### src/rtl/rrip_ab_pkg.sv
// ----------------------------------------------------------------------------
// rrip_ab_pkg
// Shared widths, types and constants for the adaptive-bypass RRIP block.
// ----------------------------------------------------------------------------
package rrip_ab_pkg;

    localparam int NUM_SETS       = 2048;
    localparam int SET_BITS       = $clog2(NUM_SETS);
    localparam int NUM_WAYS       = 16;
    localparam int WAY_BITS       = $clog2(NUM_WAYS);
    localparam int AGE_BITS       = 2;
    localparam int AGE_MAX        = (1 << AGE_BITS) - 1;
    localparam int ADAPT_INTERVAL = 128;
    localparam int ACC_BITS       = $clog2(ADAPT_INTERVAL);

    // fixed field widths of the channels
    localparam int SET_IDX_W  = 11;
    localparam int WAY_W      = 4;
    localparam int DRAW_W     = 7;
    localparam int HIT_W      = 8;
    localparam int PCT_W      = 7;
    localparam int LIMIT_W    = 8;
    localparam int CFG_IDX_W  = 2;
    localparam int CFG_DATA_W = 8;

    localparam logic [HIT_W-1:0]   HIT_SAT            = 8'd255;
    localparam logic [PCT_W-1:0]   RST_INSERT_PERCENT = 7'd20;
    localparam logic [LIMIT_W-1:0] RST_LOW_HIT_LIMIT  = 8'd20;
    localparam logic [LIMIT_W-1:0] RST_HIGH_HIT_LIMIT = 8'd57;

    typedef enum logic [CFG_IDX_W-1:0] {
        CFG_INSERT_PERCENT = 2'd0,
        CFG_LOW_HIT_LIMIT  = 2'd1,
        CFG_HIGH_HIT_LIMIT = 2'd2
    } t_cfg_reg;

    typedef enum logic {
        MODE_FIND   = 1'b0,
        MODE_UPDATE = 1'b1
    } t_mode;

    typedef enum logic [1:0] {
        S_CLEAR,
        S_IDLE,
        S_MOD
    } t_state;

    typedef logic [AGE_BITS-1:0] t_age;

    // one memory row holds the whole per-set state
    typedef struct packed {
        logic                   bypass;
        logic [HIT_W-1:0]       hits;
        logic [ACC_BITS-1:0]    accesses;
        logic [NUM_WAYS-1:0]    valid;
        t_age [NUM_WAYS-1:0]    ages;
    } t_set_row;

    localparam int ROW_W = $bits(t_set_row);

    // captured request, minus the set address
    typedef struct packed {
        t_mode               mode;
        logic [WAY_W-1:0]    way;
        logic                hit;
        logic [DRAW_W-1:0]   draw;
    } t_op;

    typedef struct packed {
        logic [PCT_W-1:0]   insert_percent;
        logic [LIMIT_W-1:0] low_hit_limit;
        logic [LIMIT_W-1:0] high_hit_limit;
    } t_cfg;

    function automatic t_set_row reset_row();
        t_set_row r;
        r = '0;
        for (int w = 0; w < NUM_WAYS; w++) begin
            r.ages[w] = AGE_BITS'(AGE_MAX);
        end
        return r;
    endfunction

endpackage

### src/rtl/rrip_ab_update.sv
// ----------------------------------------------------------------------------
// rrip_ab_update
// Modify stage: victim search with aging, or age/valid/counter update on an
// access, applied to one set row read from memory.
// ----------------------------------------------------------------------------
module rrip_ab_update (
    input  rrip_ab_pkg::t_op                i_op, // request fields
    input  rrip_ab_pkg::t_set_row           i_row,
    input  rrip_ab_pkg::t_cfg               i_cfg,
    output rrip_ab_pkg::t_set_row           o_row,
    output logic [rrip_ab_pkg::WAY_W-1:0]   o_victim
);

    localparam rrip_ab_pkg::t_age AGE_TOP = rrip_ab_pkg::AGE_BITS'(rrip_ab_pkg::AGE_MAX);

    rrip_ab_pkg::t_op                              op;
    rrip_ab_pkg::t_age [rrip_ab_pkg::NUM_WAYS-1:0] age1;
    rrip_ab_pkg::t_age [rrip_ab_pkg::NUM_WAYS-1:0] age2;
    logic [rrip_ab_pkg::NUM_WAYS-1:0]              qual0;
    logic [rrip_ab_pkg::NUM_WAYS-1:0]              qual1;
    logic [rrip_ab_pkg::WAY_BITS-1:0]              pick0;
    logic [rrip_ab_pkg::WAY_BITS-1:0]              pick1;
    logic [rrip_ab_pkg::HIT_W-1:0]                 hits_inc;
    logic                                          way_ok;
    logic                                          insert;
    logic                                          wrap;

    assign op = i_op;

    // first scan, one aging, second scan, second aging
    always_comb begin
        for (int w = 0; w < rrip_ab_pkg::NUM_WAYS; w++) begin
            qual0[w] = !i_row.valid[w] || (i_row.ages[w] == AGE_TOP);
            age1[w]  = (i_row.ages[w] == AGE_TOP) ? i_row.ages[w] : i_row.ages[w] + 1'b1;
            qual1[w] = !i_row.valid[w] || (age1[w] == AGE_TOP);
            age2[w]  = (age1[w] == AGE_TOP) ? age1[w] : age1[w] + 1'b1;
        end
    end

    // lowest qualifying way wins
    always_comb begin
        pick0 = '0;
        pick1 = '0;
        for (int w = rrip_ab_pkg::NUM_WAYS - 1; w >= 0; w--) begin
            if (qual0[w]) begin
                pick0 = rrip_ab_pkg::WAY_BITS'(w);
            end
            if (qual1[w]) begin
                pick1 = rrip_ab_pkg::WAY_BITS'(w);
            end
        end
    end

    assign way_ok   = int'(op.way) < rrip_ab_pkg::NUM_WAYS;
    assign hits_inc = (i_row.hits == rrip_ab_pkg::HIT_SAT) ? i_row.hits : i_row.hits + 1'b1;
    assign insert   = !i_row.bypass || (op.draw < i_cfg.insert_percent);
    assign wrap     = i_row.accesses == rrip_ab_pkg::ACC_BITS'(rrip_ab_pkg::ADAPT_INTERVAL - 1);

    always_comb begin
        o_row    = i_row;
        o_victim = '0;
        if (op.mode == rrip_ab_pkg::MODE_FIND) begin
            if (|qual0) begin
                o_victim = rrip_ab_pkg::WAY_W'(pick0);
            end else if (|qual1) begin
                o_victim   = rrip_ab_pkg::WAY_W'(pick1);
                o_row.ages = age1;
            end else begin
                o_row.ages = age2;
            end
        end else begin
            if (op.hit) begin
                o_row.hits = hits_inc;
                if (way_ok) begin
                    o_row.ages[op.way[rrip_ab_pkg::WAY_BITS-1:0]]  = '0;
                    o_row.valid[op.way[rrip_ab_pkg::WAY_BITS-1:0]] = 1'b1;
                end
            end else if (way_ok) begin
                o_row.ages[op.way[rrip_ab_pkg::WAY_BITS-1:0]]  = AGE_TOP;
                o_row.valid[op.way[rrip_ab_pkg::WAY_BITS-1:0]] = insert;
            end
            // end of interval: the hit count picks the mode, then clears
            if (wrap) begin
                if (o_row.hits < i_cfg.low_hit_limit) begin
                    o_row.bypass = 1'b1;
                end else if (o_row.hits > i_cfg.high_hit_limit) begin
                    o_row.bypass = 1'b0;
                end
                o_row.hits     = '0;
                o_row.accesses = '0;
            end else begin
                o_row.accesses = i_row.accesses + 1'b1;
            end
        end
    end

endmodule

### config.mk
export PLATFORM = sky130hd
export DESIGN_NAME = rrip_ab_update
export DESIGN_NICKNAME = d
export VERILOG_FILES = /design/src/rtl/rrip_ab_pkg.sv /design/src/rtl/rrip_ab_update.sv
export SDC_FILE = /design/constraint.sdc
export NUM_CORES = 1
export LEC_CHECK = 0
export ABC_AREA = 1
export BUFFER_PORTS_ARGS = -buffer_cell sky130_fd_sc_hd__buf_4
export CELL_PAD_IN_SITES_DETAIL_PLACEMENT = 1
export CELL_PAD_IN_SITES_GLOBAL_PLACEMENT = 1
export CORE_MARGIN = 2
export CORE_UTILIZATION = 31
export DETAILED_ROUTE_END_ITERATION = 8
export PLACE_DENSITY_LB_ADDON = 0.25
export SLEW_MARGIN = 20
export SYNTH_ARGS = -nofsm -noshare
export SYNTH_HDL_FRONTEND = slang
export SYNTH_SLANG_ARGS = --single-unit
### constraint.sdc
create_clock -name vclk -period 3.39
set_clock_uncertainty 0.05 [all_clocks]
set_input_delay 0.339 -clock vclk [all_inputs]
set_output_delay 0.339 -clock vclk [all_outputs]
set_load 0.05 [all_outputs]
==> reports/qor.txt <==
seq_cells -> 0
total vias in the final route -> 4623
first-pass GRT wire length -> 21400 um
drc violations -> 0
Antenna diodes -> 0
GRT busiest layer -> met2
synthesized-area fraction occupied by adder cells -> 9.84%
Leak Pwr -> 2.21 nW
drt pass-1 iters -> 5
commonest non-fill, non-tap cell in the layout -> buf_4
hpwl dp -> 11200 um
RSZ-0062 raised after global routing -> no
layout cells sized above 1 -> 25.2%
Initial Util -> 31.8%
Worst setup EP type -> output pin
die width -> 101 um
Netlist Area Pre-Place -> 2930 sq um
Achievable Freq -> 0.319 GHz
largest family of logic cells by synthesized area -> compound AO/OA/AOI/OAI gates
initial antenna violation count -> 0
complex-gate fraction of the synthesized area -> 37.2%
total congestion overflow -> 0
area occupied by registers -> 0 sq um
# fillers -> 1373
CP Class -> input port to output pin
Core Rows -> 35
arrival time at the worst endpoint -> 2.74 ns
Power Density -> 172 nW/um^2
Final Net Count -> 851
commonest cells after routing, fill and taps aside -> 176 x buf_4, 110 x inv_1, 105 x nand2_1
setup TNS -> 0 ns
worst hold-check path type -> input port to output pin
GRT Total Usage -> 25.3%
# hold bufs at CTS -> 0
initial detailed-routing violation count -> 206
crit path max fanout -> 4
Routability Congestion -> 0.904
xor/xnor share of the synthesized area -> 2.99%
Ys Warns -> 0
synthesized instance count -> 578
Period minus WS final -> 3.13 ns
met3 global-route usage -> 2.14%
post-synthesis simple-gate area fraction -> 31.6%
Rel. slew slack -> 52.2%
CLK BUF -> 0
VDD IR max -> 0.0847 mV
Seq/Total Area, Yosys -> 0%
mux cell area share after synthesis -> 0%
grt met2 use -> 46.9%
final core occ -> 46.4%
Max-cap violations -> 0
Core Region -> 9200 sq um
Data required, critical path -> 3.00 ns
largest net degree at the start of global routing -> 71
Routed Antenna Nets -> 0
vias in the first global route -> 4648
Hold Violations, Final -> 0
library cells used by synthesis -> 32
I/O Pins -> 168
synthesized area per cell -> 5.06 sq um
DRT Wirelength -> 13700 um
I/O Buffers -> 168
Worst-Margin Slew -> 0.716 ns
Die Height -> 101 um
CP startpoint kind -> input port
final setup fails -> 0
grt met1 use -> 30.5%
P&R area growth vs syn -> 46.0%
syn nets -> 701
Final Max Slew Viols -> 0
period utilization -> 92.4%
vias per cell -> 5.52
DIE AREA -> 10200 sq um
status -> finished clean
WL per Instance -> 16.3 um
Total Power -> 733 uW
-- report_power, final --
part / internal, mW / switching [mW]
clock: 0 / 0
sequential: 0 / 0
combinational: 0.250 / 0.483
-- critical path, cell delays in order --
cell and delay, ns:
buf_4 0.11, ha_1 0.21, nand3_1 0.13, nor2_1 0.06, nand3_1 0.10, nand2_2 0.10, buf_4 0.15, o21ai_0 0.22
inv_1 0.12, ha_1 0.31, a21oi_1 0.06, o21ai_0 0.15, a21oi_1 0.08, o21ai_0 0.13, o311ai_0 0.14, nand2_1 0.09
nand2_1 0.06, buf_4 0.19
-- routing by layer --
layer	vias up	share of wire (%)
li1	2254	-
met4	0	3.0
met5	-	0
met3	34	6.5
met1	2149	40
met2	186	50
-- logic make-up (layout without fill, tap and decap cells) --
family / after synthesis / after routing
compound gates: 178 / 178
xor+xnor: 10 / 10
fa+ha+maj: 23 / 23
buf+inv: 140 / 288
simple gates: 227 / 227
-- timing repair --
item                       CTS  global route
gates resized for setup      0             1
setup endpoints to repair    0             1
setup buffers                0             1
-- layout make-up --
class	instances	area, sq um	area share, %
Timing Repair Buffer	176	1320	30.9
Tap cell	111	139	3.25
Inverter	112	420	9.84
Multi-Input combinational cell	438	2390	56.0
-- cells in the mapped netlist --
cell	instances	area, sq um
inv_1	111	417
nand2_1	106	398
nor2_1	82	308
o21ai_0	72	360
a31oi_1	34	213
a21oi_1	24	120
clkbuf_1	23	86.3
ha_1	23	288
nor3_1	20	100
a221oi_1	18	158
o32ai_1	15	131
nand3_1	11	55.1
xor2_1	9	78.8
o22ai_1	5	31.3
a211oi_1	3	22.5
buf_2	3	15.0
nand4_1	2	12.5
o21bai_1	2	15.0
or2_2	2	12.5
a22o_1	1	8.76
buf_1	1	3.75
buf_6	1	11.3
clkinv_1	1	3.75
nand2_2	1	6.26
nor3_2	1	10.0
nor3_4	1	16.3
o211ai_1	1	7.51
o21ai_1	1	5.00
o311ai_0	1	8.76
o31ai_1	1	7.51
or3_1	1	6.26
xnor2_1	1	8.76
-- final timing paths --
path	start	end	slack [ns]	cells past startpoint
hold / removal	i_row[52]	o_row[52]	0.96	3
setup / recovery	i_row[55]	o_row[63]	0.26	18
-- per-stage QoR --
| step | instance area, sq um | setup WS (ns) | cells | hold WS, ns |
|---|---|---|---|---|
| floorplan | 2930 | 0.576 | 578 | 0.900 |
| global placement | 4260 | 0.313 | 836 | 0.953 |
| detailed placement | 4260 | 0.164 | 836 | 0.959 |
| CTS | 4260 | 0.160 | 836 | 0.960 |
| global route | 4270 | 0.0117 | 837 | 0.976 |
| finish | 4270 | 0.256 | 837 | 0.958 |
Note: power is estimated with default switching activity, not from simulation.
