$ cat src/rtl/rrip_ab_pkg.sv
// ----------------------------------------------------------------------------
// rrip_ab_pkg
// Shared widths, types and constants for the adaptive-bypass RRIP block.
// ----------------------------------------------------------------------------
package rrip_ab_pkg;

    localparam int NUM_SETS       = 2048;
    localparam int SET_BITS       = $clog2(NUM_SETS);
    localparam int NUM_WAYS       = 16;
    localparam int WAY_BITS       = $clog2(NUM_WAYS);
    localparam int AGE_BITS       = 2;
    localparam int AGE_MAX        = (1 << AGE_BITS) - 1;
    localparam int ADAPT_INTERVAL = 128;
    localparam int ACC_BITS       = $clog2(ADAPT_INTERVAL);

    // fixed field widths of the channels
    localparam int SET_IDX_W  = 11;
    localparam int WAY_W      = 4;
    localparam int DRAW_W     = 7;
    localparam int HIT_W      = 8;
    localparam int PCT_W      = 7;
    localparam int LIMIT_W    = 8;
    localparam int CFG_IDX_W  = 2;
    localparam int CFG_DATA_W = 8;

    localparam logic [HIT_W-1:0]   HIT_SAT            = 8'd255;
    localparam logic [PCT_W-1:0]   RST_INSERT_PERCENT = 7'd20;
    localparam logic [LIMIT_W-1:0] RST_LOW_HIT_LIMIT  = 8'd20;
    localparam logic [LIMIT_W-1:0] RST_HIGH_HIT_LIMIT = 8'd57;

    typedef enum logic [CFG_IDX_W-1:0] {
        CFG_INSERT_PERCENT = 2'd0,
        CFG_LOW_HIT_LIMIT  = 2'd1,
        CFG_HIGH_HIT_LIMIT = 2'd2
    } t_cfg_reg;

    typedef enum logic {
        MODE_FIND   = 1'b0,
        MODE_UPDATE = 1'b1
    } t_mode;

    typedef enum logic [1:0] {
        S_CLEAR,
        S_IDLE,
        S_MOD
    } t_state;

    typedef logic [AGE_BITS-1:0] t_age;

    // one memory row holds the whole per-set state
    typedef struct packed {
        logic                   bypass;
        logic [HIT_W-1:0]       hits;
        logic [ACC_BITS-1:0]    accesses;
        logic [NUM_WAYS-1:0]    valid;
        t_age [NUM_WAYS-1:0]    ages;
    } t_set_row;

    localparam int ROW_W = $bits(t_set_row);

    // captured request, minus the set address
    typedef struct packed {
        t_mode               mode;
        logic [WAY_W-1:0]    way;
        logic                hit;
        logic [DRAW_W-1:0]   draw;
    } t_op;

    typedef struct packed {
        logic [PCT_W-1:0]   insert_percent;
        logic [LIMIT_W-1:0] low_hit_limit;
        logic [LIMIT_W-1:0] high_hit_limit;
    } t_cfg;

    function automatic t_set_row reset_row();
        t_set_row r;
        r = '0;
        for (int w = 0; w < NUM_WAYS; w++) begin
            r.ages[w] = AGE_BITS'(AGE_MAX);
        end
        return r;
    endfunction

endpackage

$ cat src/rtl/rrip_ab_if.sv


interface rrip_ab_cfg_if;
    logic                                 valid;
    logic                                 ready;
    logic [rrip_ab_pkg::CFG_IDX_W-1:0]    index;
    logic [rrip_ab_pkg::CFG_DATA_W-1:0]   data;

    modport source (output valid, index, data, input ready);
    modport sink   (input valid, index, data, output ready);
endinterface

$ cat src/rtl/rrip_ab_cfg.sv
// ----------------------------------------------------------------------------
// rrip_ab_cfg
// Configuration register file: insert percentage and the two hit limits.
// ----------------------------------------------------------------------------
module rrip_ab_cfg (
    input  logic               i_clk,
    input  logic               i_rst_n,
    rrip_ab_cfg_if.sink        i_cfg,
    output rrip_ab_pkg::t_cfg  o_cfg
);

    rrip_ab_pkg::t_cfg r_cfg;
    rrip_ab_pkg::t_cfg n_cfg;

    assign i_cfg.ready = 1'b1;

    always_comb begin
        n_cfg = r_cfg;
        if (i_cfg.valid) begin
            unique case (i_cfg.index)
                rrip_ab_pkg::CFG_INSERT_PERCENT: begin
                    n_cfg.insert_percent = i_cfg.data[rrip_ab_pkg::PCT_W-1:0];
                end
                rrip_ab_pkg::CFG_LOW_HIT_LIMIT: begin
                    n_cfg.low_hit_limit = i_cfg.data[rrip_ab_pkg::LIMIT_W-1:0];
                end
                rrip_ab_pkg::CFG_HIGH_HIT_LIMIT: begin
                    n_cfg.high_hit_limit = i_cfg.data[rrip_ab_pkg::LIMIT_W-1:0];
                end
                default: begin
                    // unmapped index: drop the write
                end
            endcase
        end
    end

    always_ff @(posedge i_clk) begin
        if (!i_rst_n) begin
            r_cfg.insert_percent <= rrip_ab_pkg::RST_INSERT_PERCENT;
            r_cfg.low_hit_limit  <= rrip_ab_pkg::RST_LOW_HIT_LIMIT;
            r_cfg.high_hit_limit <= rrip_ab_pkg::RST_HIGH_HIT_LIMIT;
        end else begin
            r_cfg <= n_cfg;
        end
    end

    assign o_cfg = r_cfg;

endmodule

$ cat src/flat_wrapper.sv
// flat-port wrapper written by rule: the top's interface ports become plain ports
module rrip_ab_cfg_flat 
  (i_clk, i_rst_n, o_cfg, i_cfg_valid, i_cfg_index, i_cfg_data, i_cfg_ready);
  rrip_ab_cfg_if i_cfg_i ();
  input  logic i_clk;
  input  logic i_rst_n;
  output rrip_ab_pkg::t_cfg o_cfg;
  input wire logic [$bits(i_cfg_i.valid)-1:0] i_cfg_valid;
  input wire logic [$bits(i_cfg_i.index)-1:0] i_cfg_index;
  input wire logic [$bits(i_cfg_i.data)-1:0] i_cfg_data;
  output wire logic [$bits(i_cfg_i.ready)-1:0] i_cfg_ready;
  assign i_cfg_i.valid = i_cfg_valid;
  assign i_cfg_i.index = i_cfg_index;
  assign i_cfg_i.data = i_cfg_data;
  assign i_cfg_ready = i_cfg_i.ready;
  rrip_ab_cfg u_core (.i_clk(i_clk), .i_rst_n(i_rst_n), .i_cfg(i_cfg_i), .o_cfg(o_cfg));
endmodule
$ cat config.mk
export PLATFORM = sky130hd
export DESIGN_NAME = rrip_ab_cfg_flat
export DESIGN_NICKNAME = d
export VERILOG_FILES = /design/src/rtl/rrip_ab_pkg.sv /design/src/rtl/rrip_ab_if.sv /design/src/rtl/rrip_ab_cfg.sv /design/src/flat_wrapper.sv
export SDC_FILE = /design/constraint.sdc
export NUM_CORES = 1
export LEC_CHECK = 0
export ABC_AREA = 1
export BUFFER_PORTS_ARGS = -buffer_cell sky130_fd_sc_hd__buf_2
export CORE_MARGIN = 2
export CORE_UTILIZATION = 47
export CTS_CLUSTER_DIAMETER = 100
export CTS_CLUSTER_SIZE = 28
export DETAILED_ROUTE_END_ITERATION = 8
export HOLD_SLACK_MARGIN = 0.12
export PLACE_DENSITY_LB_ADDON = 0.1
export SETUP_SLACK_MARGIN = 0.1
export SLEW_MARGIN = 40
export SYNTH_ARGS = -nofsm -noshare
export SYNTH_HDL_FRONTEND = slang
export SYNTH_SLANG_ARGS = --single-unit
$ cat constraint.sdc
create_clock -name i_clk -period 0.88 [get_ports i_clk]
set_input_delay 0.176 -clock i_clk [delete_from_list [all_inputs] [get_ports i_clk]]
set_output_delay 0.176 -clock i_clk [all_outputs]
set_load 0.05 [all_outputs]
==> results of run 1 <==
==> worst paths after layout <==
path,from,endpoint,depth (start not counted)
hold / removal,i_cfg_data[5],u_core.o_cfg[13],3
setup / recovery,u_core.o_cfg[3],o_cfg[3],1
setup reg to reg,u_core.o_cfg[2],u_core.o_cfg[2],5
hold reg to reg,u_core.o_cfg[18],u_core.o_cfg[18],2
==> per-layer routing <==
| layer | vias to the layer above | part of all wire | global-route usage |
|---|---|---|---|
| li1 | 507 | - | - |
| met1 | 453 | 0.43 | 0.250 |
| met2 | 22 | 0.52 | 0.364 |
| met3 | 2 | 0.039 | 0.0364 |
| met4 | 0 | 0.0054 | 0.0926 |
| met5 | - | 0 | 0 |
==> what timing repair did <==
item	CTS	global route
pin swaps	0	2
endpoints found under the hold margin	2	0
gates resized for setup	53	12
endpoints found under the setup margin	23	25
hold buffers	1	0
buffers inserted	1	1
==> per-stage QoR <==
step	setup TNS, ns	hold slack [ns]
CTS	-2.69	0.125
finish	-2.54	0.140
floorplan	0	0.289
global placement	-0.417	0.424
global route	-3.34	0.146
detailed placement	-1.10	0.427
==> placed cells by master (no fill, tap or decap) <==
cell | netlist | layout
a21oi_1 | 5 | 5
buf_12 | 0 | 1
buf_2 | 1 | 12
buf_4 | 3 | 8
buf_6 | 3 | 7
buf_8 | 0 | 16
clkbuf_1 | 0 | 1
clkbuf_4 | 0 | 3
conb_1 | 1 | 1
dfxtp_2 | 0 | 23
dlygate4sd3_1 | 0 | 1
inv_1 | 15 | 13
inv_2 | 2 | 4
nand2_1 | 32 | 31
nand2_2 | 2 | 3
nand3_1 | 15 | 15
nand3_2 | 2 | 2
nand4_1 | 6 | 6
nor2_1 | 25 | 25
nor2_2 | 1 | 1
==> kinds of logic after synthesis <==
group / after synthesis / share of synthesized area
compound gates: 5 / 0.0252
flops: 23 / 0.463
simple gates: 83 / 0.368
buf+inv: 25 / 0.140
other cells: 1 / 0.00377
==> power groups by stage <==
stage	Combinational [mW]	Clock, mW	Sequential, mW
floorplan	0.173	0	1.35
global placement	0.491	0	1.15
detailed placement	0.499	0	1.16
CTS	0.585	0.491	1.15
global route	0.649	0.539	1.16
finish	0.608	0.479	1.15
==> worst register-to-register path: stages (launching register included) <==
cell	delay (ns)
dfxtp_2	0.36
buf_4	0.13
inv_2	0.04
nand2_2	0.04
nand2_1	0.07
nor2_1	0.04
==> final cells by class <==
class / instances / area, um2
Clock buffer: 4 / 26.3
Timing Repair Buffer: 45 / 469
Sequential cell: 23 / 489
Tap cell: 27 / 33.8
Multi-Input combinational cell: 89 / 397
Inverter: 17 / 63.8
Fill cell: 153 / 503
==> out/metrics.yaml, run 1 <==
timing:
  finalCriticalPeriod_ns: 1.00
  skew_ns: 0
  setup_slack_ns: -0.122
  finalSetupViolCount: 23
  clock.fmax_ghz: 0.998
  min_period_over_period: 1.14
  finalHoldViolCount: 0
  slew_violations: 0
  grt_setup_unrepaired: "true"
logic_synthesis:
  synth-edff-count: 0
  syn_area_per_cell_um2: 7.25
  synth_area_um2: 993
  synth_common_cells: "32 x nand2_1, 25 x nor2_1, 23 x dfxtp_1"
  yosys_warnings: 0
  synth_most_common_cell: "nand2_1"
  yosysSeqAreaShare: 0.463
  ys_types: 16
  synth_cells: 137
  synth.area.top_cells: "dfxtp_1 46%, nand2_1 12%, nor2_1 9.4%"
  async_reset_ff_frac: 0
  yosysTopAreaCell: "dfxtp_1"
  synth_ff_type: "dfxtp_1"
  synth_top_cell_area_share: 0.463
  synth_nets: 150
  ys_ff_latch: 23
cts:
  numClockSinks: 23
  cts_made_buffers: 3
  cts-root-buf: "clkbuf_4"
  worstSkewPairLatency_ns: 0.30
  cts_tree: "built"
  clk_pin_slew_ns: 0.12
  clockBufferDepth: 2
  h-tree-depth: 1
setup_path:
  start_kind: "register"
  critical-path-top-delay-family: "flip-flops"
  crit_buf_inv: 1
  arrival_ns: 0.83
  cp_cell_sequence: "buf_8"
  cpPeakStageDelay_ns: 0.37
  r2r_setup_slack_ns: 0.11
  crit_type: "register to output pin"
  critPathCaptureType: "output pin"
  slowest_stage: "dfxtp_2"
  required_ns: 0.70
  cp_max_fo: 2
routing:
  wire_per_inst_um: 11.8
  drcViolationCount: 0
  ant_nets: 0
  first_iter_violations: 23
  num_vias: 984
  firstDrtPassIters: 4
  vias_per_cell: 4.80
  routed_wl_um: 2420
status:
  outcome: "finished with violations"
  violations: "setup timing"
floorplan:
  die_area_um2: 2500
  core-area_um2: 1980
  ios: 37
  fp.dieW_um: 50.0
  die_y_um: 50.0
  rows: 16
  start_util: 0.501
placed_design:
  io_buffers: 35
  place_inst: 198
  dpl-instance-area_um2: 1220
  gp_congestion: 0.838
  dp_worst_setup_slack_ns: -0.0734
  hpwl_um: 1610
layout:
  utilization: 0.746
  finalInstanceArea_um2: 1480
  antenna_cells: 0
  final_cells: 205
  largest_register_ffs: 23
  drive_gt1_frac: 0.449
  area_growth_pct: 48.9
  nets: 192
power_and_ir_drop:
  internal_power_mw: 1.52
  p_seq_frac: 0.515
  power.switching_mw: 0.720
  clockPowerShare: 0.214
  p_total_mw: 2.24
  p_sw_frac: 0.321
  p_per_area_nw_per_um2: 1520
  cellLeakagePower_nw: 0.754
  pwr-share-comb: 0.271
  vdd_ir_drop_max_mv: 1.27
global_routing:
  grt_pass1_vias: 986
  grt.total_usage: 0.209
  grt_start_max_net_pins: 24
  antenna_found_initial: 0
  grt-ovfl-total: 0
  grt_pass1_wl_um: 4050
run:
  cap_violations: 0
min_path:
  min_path_type: "primary input to register"
(Power assumes the default switching activity.)
==> run 2: changes to the inputs <==
--- a/config.mk
+++ b/config.mk
@@ -7,13 +7,16 @@
 export LEC_CHECK = 0
 export ABC_AREA = 1
 export BUFFER_PORTS_ARGS = -buffer_cell sky130_fd_sc_hd__buf_2
+export CELL_PAD_IN_SITES_DETAIL_PLACEMENT = 0
+export CELL_PAD_IN_SITES_GLOBAL_PLACEMENT = 2
 export CORE_MARGIN = 2
-export CORE_UTILIZATION = 47
+export CORE_UTILIZATION = 25
 export CTS_CLUSTER_DIAMETER = 100
 export CTS_CLUSTER_SIZE = 28
 export DETAILED_ROUTE_END_ITERATION = 8
 export HOLD_SLACK_MARGIN = 0.12
 export PLACE_DENSITY_LB_ADDON = 0.1
+export RECOVER_POWER = 25
 export SETUP_SLACK_MARGIN = 0.1
 export SLEW_MARGIN = 40
 export SYNTH_ARGS = -nofsm -noshare
==> out/metrics.yaml, run 2 (synthesis results as in run 1) <==
layout:
  drive_gt1_frac: 0.456
  multi_input_area_um2: 397
  final_cells: 228
  fillers: 403
  mostFrequentLayoutCell: "nand2_1"
  nets: 194
  largest_register_ffs: 23
  utilization: 0.415
  finalInstanceArea_um2: 1560
  layout_common_cells: "30 x nand2_1, 26 x nor2_1, 23 x dfxtp_2"
  ff_latch_area_um2: 489
  area_growth_pct: 56.5
  antenna_cells: 0
setup_path:
  crit_buf_inv: 1
  start_kind: "register"
  rr_startpoint: "u_core.o_cfg[14]"
  arrival_ns: 0.76
  critPathCaptureType: "output pin"
  required_ns: 0.70
  slowest_stage: "dfxtp_2"
  cp_max_fo: 2
  crit_type: "register to output pin"
  cp_cell_sequence: "buf_8"
  cpPeakStageDelay_ns: 0.35
  critical-path-top-delay-family: "flip-flops"
  critPathLaunch: "u_core.o_cfg[3]"
power_and_ir_drop:
  vdd_ir_drop_max_mv: 0.660
  p_seq_frac: 0.476
  power.switching_mw: 0.740
  clockPowerShare: 0.267
  cellLeakagePower_nw: 0.777
  p_sw_frac: 0.306
  p_per_area_nw_per_um2: 1560
  pwr-share-comb: 0.256
  internal_power_mw: 1.68
floorplan:
  ios: 37
  rows: 22
  start_util: 0.265
  core-area_um2: 3740
  fp.dieW_um: 67.0
  die_area_um2: 4490
  die_y_um: 67.0
cts:
  cts_made_buffers: 3
  clockBufferDepth: 2
  h-tree-depth: 1
  numClockSinks: 23
  hold_buffers: 0
  cts-root-buf: "clkbuf_8"
  worstSkewPairLatency_ns: 0.26
  cts_tree: "built"
  clk_pin_slew_ns: 0.08
routing:
  drcViolationCount: 0
  vias_per_cell: 4.21
  wire_per_inst_um: 10.8
  ant_nets: 0
  num_vias: 959
  first_iter_violations: 11
  firstDrtPassIters: 3
  routed_wl_um: 2470
global_routing:
  grt-ovfl-total: 0
  grt_pass1_vias: 946
  antenna_found_initial: 0
  grt_start_max_net_pins: 24
  grt_pass1_wl_um: 4120
  grt.total_usage: 0.123
placed_design:
  io_buffers: 35
  dp_worst_setup_slack_ns: -0.0911
  dpl-instance-area_um2: 1260
  gp_congestion: 0.764
  hpwl_um: 1760
  place_inst: 219
timing:
  finalSetupViolCount: 23
  slew_violations: 0
  grt_setup_unrepaired: "true"
  min_period_over_period: 1.07
  setup_slack_ns: -0.0586
  skew_ns: 0
  clock.fmax_ghz: 1.07
  finalHoldViolCount: 0
  finalCriticalPeriod_ns: 0.939
status:
  outcome: "finished with violations"
  violations: "setup timing"
min_path:
  min_path_type: "primary input to register"
  min_from: "i_cfg_data[7]"
run:
  cap_violations: 0
==> run 2: changes by cell type in the layout (fill, tap and decap cells not counted), sizes merged <==
| cell | change |
|---|---|
| buf | +1 |
| dlygate4sd3 | -1 |
| clkbuf | +2 |
==> run 2: final cells by class <==
type                       instances  area share
timing repair buffer              47       0.322
sequential                        23       0.315
tap                               48      0.0386
multi-input combinational         89       0.255
clock buffer                       4      0.0290
inverter                          17      0.0410
==> run 2: worst paths after layout <==
path / to / slack, ns / cells past startpoint
setup / recovery: o_cfg[3] / -0.06 / 1
hold / removal: u_core.o_cfg[7] / 0.16 / 3
setup reg to reg: u_core.o_cfg[14] / 0.13 / 5
hold reg to reg: u_core.o_cfg[4] / 0.48 / 2
==> run 2: routing by layer <==
layer | track usage | wire, um
met1 | 0.140 | 1160
met2 | 0.213 | 1160
met3 | 0.0389 | 127
met4 | 0.0459 | 18
met5 | 0 | 0
==> run 2: repair_timing <==
| item | CTS | global route |
|---|---|---|
| setup endpoints to repair | 23 | 23 |
| resized for setup | 57 | 15 |
| buffers inserted | 3 | 2 |
| pin swaps | 0 | 2 |
==> run 2: per-stage QoR <==
stage / power [mW] / hold slack, ns / setup TNS [ns]
2_1_floorplan: 1.52 / 0.289 / 0
3_3_place_gp: 1.66 / 0.425 / -0.909
3_5_place_dp: 1.67 / 0.432 / -1.34
4_1_cts: 2.45 / 0.149 / -1.52
5_1_grt: 2.55 / 0.172 / -1.84
6_report: 2.42 / 0.158 / -1.13
==> run 2: power groups by stage <==
stage | logic [mW] | registers [mW] | clock network (mW)
final | 0.621 | 1.15 | 0.646
after global routing | 0.669 | 1.16 | 0.717
after CTS | 0.608 | 1.15 | 0.689
after detailed placement | 0.511 | 1.16 | 0
after global placement | 0.508 | 1.15 | 0
after floorplan | 0.173 | 1.35 | 0
